`config.mk`:
```
export PLATFORM = sky130hd
export DESIGN_NAME = utf8_stream_validate_decode_top
export DESIGN_NICKNAME = d
export VERILOG_FILES = /design/src/u8dec_pkg.sv /design/src/utf8_stream_validate_decode_top.sv /design/src/u8dec_core.sv
export SDC_FILE = /design/constraint.sdc
export NUM_CORES = 1
export LEC_CHECK = 0
export BUFFER_PORTS_ARGS = -buffer_cell sky130_fd_sc_hd__buf_2
export CAP_MARGIN = 10
export CORE_MARGIN = 1
export CORE_UTILIZATION = 40
export DETAILED_ROUTE_END_ITERATION = 7
export SYNTH_ARGS = -nofsm -noshare
export SYNTH_HDL_FRONTEND = slang
export SYNTH_SLANG_ARGS = --single-unit
```
`constraint.sdc`:
```
create_clock -name clk -period 5 [get_ports clk]
set_input_delay 0.75 -clock clk [delete_from_list [all_inputs] [get_ports clk]]
set_output_delay 0.75 -clock clk [all_outputs]
set_load 0.05 [all_outputs]
```
`src/u8dec_pkg.sv`:
```
// shared types, error codes and lead byte tables for the utf-8 stream decoder
// no dependencies
`default_nettype none

package u8dec_pkg;

	localparam int CP_W = 21;

	typedef logic [2:0] err_code_t;

	localparam err_code_t ERR_NONE        = 3'd0;
	localparam err_code_t ERR_TRUNC_START = 3'd1;
	localparam err_code_t ERR_TRUNC_END   = 3'd2;
	localparam err_code_t ERR_BAD_2BYTE   = 3'd3;
	localparam err_code_t ERR_BAD_3BYTE   = 3'd4;
	localparam err_code_t ERR_BAD_4BYTE   = 3'd5;
	localparam err_code_t ERR_BAD_LEAD    = 3'd6;
	localparam err_code_t ERR_NON_ASCII   = 3'd7;

	typedef struct packed {
		logic            has_char;
		logic [CP_W-1:0] code_point;
		logic [2:0]      char_bytes;
		err_code_t       error_code;
		logic            end_of_string;
	} res_t;

	// sequence length by high nibble of the lead byte
	localparam logic [2:0] LEN_OF_NIBBLE [16] = '{
		3'd1, 3'd1, 3'd1, 3'd1, 3'd1, 3'd1, 3'd1, 3'd1,
		3'd1, 3'd1, 3'd1, 3'd1, 3'd2, 3'd2, 3'd3, 3'd4
	};

	function automatic logic [7:0] lead_mask(input logic [2:0] len);
		logic [7:0] m;
		unique case (len)
			3'd1:    m = 8'h7F;
			3'd2:    m = 8'h1F;
			3'd3:    m = 8'h0F;
			3'd4:    m = 8'h07;
			default: m = 8'h00;
		endcase
		return m;
	endfunction

endpackage

`default_nettype wire

```
`src/utf8_stream_validate_decode_top.sv`:
```
// a result is registered in the output register, or in the skid stage when that stalls
// throughput: one byte per cycle; in_stall rises only when the output register and
// its skid stage both hold results that the sink has not taken
// reset (arst_n low): string state to start of string, ascii_only cleared, no results held
// cfg_ready is always high; a write takes effect from the next accepted byte
// depends on u8dec_pkg and u8dec_core
`default_nettype none

module utf8_stream_validate_decode_top
	import u8dec_pkg::*;
(
	input  wire logic            clk,
	input  wire logic            arst_n,
	input  wire logic            cfg_valid,
	output logic                 cfg_ready,
	input  wire logic            cfg_ascii_only,
	input  wire logic            in_valid,
	output logic                 in_stall,
	input  wire logic [7:0]      in_byte,
	input  wire logic            last_byte,
	output logic                 out_valid,
	input  wire logic            out_stall,
	output logic                 has_char,
	output logic [CP_W-1:0]      code_point,
	output logic [2:0]           char_bytes,
	output logic [2:0]           error_code,
	output logic                 end_of_string
);

	logic ascii_only_q;
	logic accept;
	logic produce;
	res_t res_new;
	res_t out_q;
	res_t skid_q;
	logic out_valid_q;
	logic skid_valid_q;
	logic take;

	assign cfg_ready = 1'b1;
	assign in_stall  = skid_valid_q;
	assign accept    = in_valid & ~skid_valid_q;
	assign take      = out_valid_q & ~out_stall;

	always_ff @(posedge clk or negedge arst_n) begin
		if (!arst_n) begin
			ascii_only_q <= 1'b0;
		end else if (cfg_valid && cfg_ready) begin
			ascii_only_q <= cfg_ascii_only;
		end
	end

	u8dec_core u_core (
		.clk        (clk),
		.arst_n     (arst_n),
		.step       (accept),
		.in_byte    (in_byte),
		.last_byte  (last_byte),
		.ascii_only (ascii_only_q),
		.produce    (produce),
		.res        (res_new)
	);

	// output register plus skid stage
	always_ff @(posedge clk or negedge arst_n) begin
		if (!arst_n) begin
			out_valid_q  <= 1'b0;
			skid_valid_q <= 1'b0;
		end else if (skid_valid_q) begin
			if (take) begin
				skid_valid_q <= 1'b0;
			end
		end else if (accept && produce) begin
			if (out_valid_q && !take) begin
				skid_valid_q <= 1'b1;
			end else begin
				out_valid_q <= 1'b1;
			end
		end else if (take) begin
			out_valid_q <= 1'b0;
		end
	end

	always_ff @(posedge clk) begin
		if (skid_valid_q) begin
			if (take) begin
				out_q <= skid_q;
			end
		end else if (accept && produce) begin
			if (out_valid_q && !take) begin
				skid_q <= res_new;
			end else begin
				out_q <= res_new;
			end
		end
	end

	assign out_valid     = out_valid_q;
	assign has_char      = out_q.has_char;
	assign code_point    = out_q.code_point;
	assign char_bytes    = out_q.char_bytes;
	assign error_code    = out_q.error_code;
	assign end_of_string = out_q.end_of_string;

	a_skid_behind_out: assert property (@(posedge clk) disable iff (!arst_n)
		skid_valid_q |-> out_valid_q)
		else $error("skid stage holds an item while output register is empty");

	a_no_char_fields: assert property (@(posedge clk) disable iff (!arst_n)
		out_valid_q && !out_q.has_char |-> (out_q.char_bytes == 3'd0 && out_q.code_point == '0))
		else $error("character fields set without a character");

	a_err_excl_char: assert property (@(posedge clk) disable iff (!arst_n)
		out_valid_q && out_q.error_code != ERR_NONE |-> !out_q.has_char)
		else $error("error reported together with a character");

	a_char_len: assert property (@(posedge clk) disable iff (!arst_n)
		out_valid_q && out_q.has_char |-> (out_q.char_bytes >= 3'd1 && out_q.char_bytes <= 3'd4))
		else $error("character with a length outside one to four bytes");

endmodule

`default_nettype wire

```
`src/u8dec_core.sv`:
```
// per-byte decode step: string state registers and the result of one item
// depends on u8dec_pkg
`default_nettype none

module u8dec_core
	import u8dec_pkg::*;
(
	input  wire logic       clk,
	input  wire logic       arst_n,
	input  wire logic       step,
	input  wire logic [7:0] in_byte,
	input  wire logic       last_byte,
	input  wire logic       ascii_only,
	output logic            produce,
	output res_t            res
);

	logic [1:0]      bytes_left_q, bytes_left_d;
	logic [2:0]      seq_len_q, seq_len_d;
	logic [CP_W-1:0] partial_q, partial_d;
	logic            bad_cont_q, bad_cont_d;
	logic            at_start_q, at_start_d;
	logic            err_latched_q, err_latched_d;

	always_comb begin
		logic [2:0]      n;
		logic [2:0]      bl_dec;
		err_code_t       err;
		logic            got_char;
		logic [CP_W-1:0] cp;
		logic [2:0]      nb;
		logic            is_cont;

		bytes_left_d  = bytes_left_q;
		seq_len_d     = seq_len_q;
		partial_d     = partial_q;
		bad_cont_d    = bad_cont_q;
		at_start_d    = at_start_q;
		err_latched_d = err_latched_q;
		produce       = 1'b0;
		res           = '0;
		err           = ERR_NONE;
		got_char      = 1'b0;
		cp            = '0;
		nb            = '0;
		is_cont       = (in_byte[7:6] == 2'b10);
		n             = LEN_OF_NIBBLE[in_byte[7:4]];
		bl_dec        = {1'b0, bytes_left_q - 2'd1};

		if (err_latched_q) begin
			if (last_byte) begin
				produce           = 1'b1;
				res.end_of_string = 1'b1;
			end
		end else begin
			priority if (ascii_only && in_byte[7]) begin
				err = ERR_NON_ASCII;
			end else if (bytes_left_q == 2'd0) begin
				priority if (at_start_q && is_cont) begin
					err = ERR_TRUNC_START;
				end else if (!in_byte[7]) begin
					got_char = 1'b1;
					cp       = CP_W'(in_byte);
					nb       = 3'd1;
				end else if (n == 3'd1) begin
					err = ERR_BAD_LEAD;
				end else if (last_byte) begin
					err = ERR_TRUNC_END;
				end else begin
					seq_len_d    = n;
					bytes_left_d = 2'(n - 3'd1);
					partial_d    = CP_W'(in_byte & lead_mask(n));
					bad_cont_d   = 1'b0;
				end
			end else begin
				bytes_left_d = bl_dec[1:0];
				if (bl_dec == 3'd0) begin
					// sequence complete: report bad continuation by length
					if (bad_cont_q || !is_cont) begin
						if (seq_len_q >= 3'd2 && seq_len_q <= 3'd4) begin
							err = seq_len_q + 3'd1;
						end else begin
							err = ERR_BAD_LEAD;
						end
					end else begin
						got_char = 1'b1;
						cp       = {partial_q[CP_W-7:0], in_byte[5:0]};
						nb       = seq_len_q;
					end
					seq_len_d  = '0;
					partial_d  = '0;
					bad_cont_d = 1'b0;
				end else begin
					partial_d  = {partial_q[CP_W-7:0], in_byte[5:0]};
					bad_cont_d = bad_cont_q | ~is_cont;
					if (last_byte) begin
						err = ERR_TRUNC_END;
					end
				end
			end
			at_start_d = 1'b0;
			if (err != ERR_NONE) begin
				produce           = 1'b1;
				res.error_code    = err;
				res.end_of_string = last_byte;
				err_latched_d     = ~last_byte;
			end else if (got_char || last_byte) begin
				produce           = 1'b1;
				res.has_char      = got_char;
				res.code_point    = cp;
				res.char_bytes    = nb;
				res.end_of_string = last_byte;
			end
		end

		// end of string returns every string register to its reset value
		if (last_byte) begin
			bytes_left_d  = '0;
			seq_len_d     = '0;
			partial_d     = '0;
			bad_cont_d    = 1'b0;
			at_start_d    = 1'b1;
			err_latched_d = 1'b0;
		end
	end

	always_ff @(posedge clk or negedge arst_n) begin
		if (!arst_n) begin
			bytes_left_q  <= '0;
			seq_len_q     <= '0;
			partial_q     <= '0;
			bad_cont_q    <= 1'b0;
			at_start_q    <= 1'b1;
			err_latched_q <= 1'b0;
		end else if (step) begin
			bytes_left_q  <= bytes_left_d;
			seq_len_q     <= seq_len_d;
			partial_q     <= partial_d;
			bad_cont_q    <= bad_cont_d;
			at_start_q    <= at_start_d;
			err_latched_q <= err_latched_d;
		end
	end

	a_open_seq_len: assert property (@(posedge clk) disable iff (!arst_n)
		bytes_left_q != 2'd0 |-> (seq_len_q >= 3'd2 && seq_len_q <= 3'd4))
		else $error("open sequence without a valid length");

	a_left_below_len: assert property (@(posedge clk) disable iff (!arst_n)
		bytes_left_q != 2'd0 |-> {1'b0, bytes_left_q} < seq_len_q)
		else $error("more continuation bytes left than the sequence holds");

	a_start_clean: assert property (@(posedge clk) disable iff (!arst_n)
		at_start_q |-> (bytes_left_q == 2'd0 && !err_latched_q))
		else $error("string start with open sequence or latched error");

endmodule

`default_nettype wire

```
==> impl_metrics.tcl <==
set metrics [dict create \
    gr-total-overflow 0 \
    drc 0 \
    cts_buffers 9 \
    setup_ws_ns 1.86 \
    insertion_delay_ns 0.36 \
    tightest_slew_ns 1.03 \
    cts_tree "built" \
    hold_viol 0 \
    cp_max_fo 22 \
    final_common_cell "edfxtp_1" \
    crit_path_start_kind "flop" \
    synth_edf_count 58 \
    die_h_um 100 \
    wl_um 7480 \
    diodes 0 \
    area_growth_pct 14.9 \
    initial_core_util 0.416 \
    yosysWarnings 0 \
    layout-drive-gt1-share 0.309 \
    clockRootBuffer "clkbuf_8" \
    vdd.ir_drop.worst_uv 223 \
    final_cell_mix "edfxtp_1 (58), buf_2 (45), mux2_2 (25), dfrtp_1 (25), nand2_1 (22)" \
    synth_area_um2 3860 \
    rsz0062_at_grt "no" \
    dieArea_um2 10100 \
    post_cts_buffers 0 \
    gr-usage-all-layers 0.163 \
    hold_buffers 0 \
    maxSlewViolCount 0 \
    synth_area_per_cell_um2 13.1 \
    ys.flop_type "edfxtp_1" \
    die_w_um 100 \
    status "finished clean" \
    yosysUniqueCellTypes 54 \
    max_cap_violations 0 \
    setup_tns_ns 0 \
    hold_ws_ns 0.392 \
    cts_sinks 84 \
    synthArstFlopShare 0.310 \
    hold_path_class "in2async" \
    finalSetupViolCount 0 \
    ant_nets 0 \
    p_leak_uw 0.00181 \
    cts_resized 0 \
    wire_per_inst_um 15.9 \
    dp.final_hpwl_um 5080 \
    fillCellCount 860 \
    ys_seq_elements 84 \
    syn-num-nets 316 \
    synth_cells 295 \
    period_share 0.628 \
    first_iter_violations 111 \
    nets 359 \
    fin_crit_ns 3.14 \
    crit_type "reg2reg" \
    htree_levels 3 \
    routed_via_density 5.11 \
    relSlewSlack 0.312 \
    port_buffers 45 \
    place_ws_ns 1.59 \
    path_clk_slew_ns 0.09 \
    gp_congestion 0.862 \
    power_density_nw_per_um2 563 \
    grt_antenna_before_repair 0 \
    pin_count 47 \
    dr.pass1.iters 4 \
    required_ns 5.24 \
    arrival_ns 3.38 \
    rows 35 \
    ys_seq_area_frac 0.620 \
    worst_setup_path_end_kind "flop" \
    fmax_ghz 0.319 \
    grt_max_degree 40 \
    vias 2410 \
    core_area_um2 9280 \
    grt_pass1_wl_um 12300 \
    clock_skew_ns 0.0132 \
    grt_pass1_vias 2345 \
    cts_buffer_depth 2 \
]
-- area by class of cell --
cell class,instances,area [um^2],area share
repair buffers,48,248,0.0559
well taps,129,161,0.0364
multi-input cells,182,1360,0.307
clock inverters,7,98.8,0.0223
clock buffers,9,124,0.0279
inverters,13,48.8,0.0110
flip-flops and latches,84,2390,0.540
-- worst max-delay path: stages, from the launching register on --
cell and delay, ns:
dfrtp_1 0.82, a21oi_1 0.16, a31oi_1 0.80, nand2_1 0.66
and3_1 0.37, a32o_1 0.21
-- synth_stat cells (all sizes together) (6+ instances only) --
cell type  instances  area [um^2]
and2              21          144
nand2b             6         37.5
buf                8         41.3
mux2              30          338
clkbuf             8         30.0
ha                 6         75.1
edfxtp            58         1740
o21ai             11         55.1
inv               13         48.8
nand3             19         95.1
nor2               9         50.1
nand2             22         82.6
a21oi              8         40.0
dfrtp             25          626
-- cell families after synthesis --
| family | count (synthesis) | share of synthesized area |
|---|---|---|
| flops | 84 | 0.620 |
| buf+inv | 29 | 0.0311 |
| compound gates | 44 | 0.0846 |
| fa+ha+maj | 6 | 0.0194 |
| mux | 32 | 0.0927 |
| other cells | 1 | 0.000971 |
| simple gates | 99 | 0.151 |
-- routing by layer --
metal,vias up,GRT usage,routed length (um),share of wire
li1,1172,-,-,-
met1,1142,0.234,3660,0.49
met2,81,0.234,3270,0.44
met3,15,0.0355,382,0.051
met4,0,0.0780,171,0.023
met5,-,0,0,0
-- where the power goes --
part | total [uW] | leakage, uW | internal, uW | switching, uW
Clock | 538 | 0.000103 | 284 | 255
Combinational | 917 | 0.000807 | 261 | 655
Sequential | 1040 | 0.000901 | 956 | 87.6
Total | 2500 | 0.00181 | 1500 | 998
-- per-stage QoR --
| stage | util | cells | total power [uW] | cell area (um^2) |
|---|---|---|---|---|
| floorplan | - | 295 | 1780 | 3860 |
| global placement | 0.454 | 456 | 1970 | 4210 |
| detailed placement | 0.454 | 456 | 1980 | 4210 |
| CTS | 0.478 | 472 | 2520 | 4440 |
| global route | 0.478 | 472 | 2620 | 4440 |
| finish | 0.478 | 472 | 2500 | 4440 |
-- path summary, 6_finish.rpt --
kind | depth (start not counted) | slack [ns] | end | startpoint
min reg2reg | 2 | 0.50 | u_core.partial_q[11] | u_core.partial_q[11]
max reg2reg | 5 | 1.86 | u_core.partial_q[2] | u_core.err_latched_q
max in group asynchronous | 1 | 4.20 | u_core.seq_len_q[2] | arst_n
max | 5 | 1.86 | u_core.partial_q[2] | u_core.err_latched_q
min in group clk | 2 | 0.50 | u_core.partial_q[11] | u_core.partial_q[11]
min | 1 | 0.39 | u_core.partial_q[9] | arst_n
-- registers in the layout, indices dropped and copies added (netlist names), 2 cells and up --
name	cells
skid_q	29
code_point	21
u_core.partial_q	15
char_bytes	3
error_code	3
u_core.seq_len_q	3
u_core.bytes_left_q	2
No activity file was read; power rests on OpenSTA's default activity.
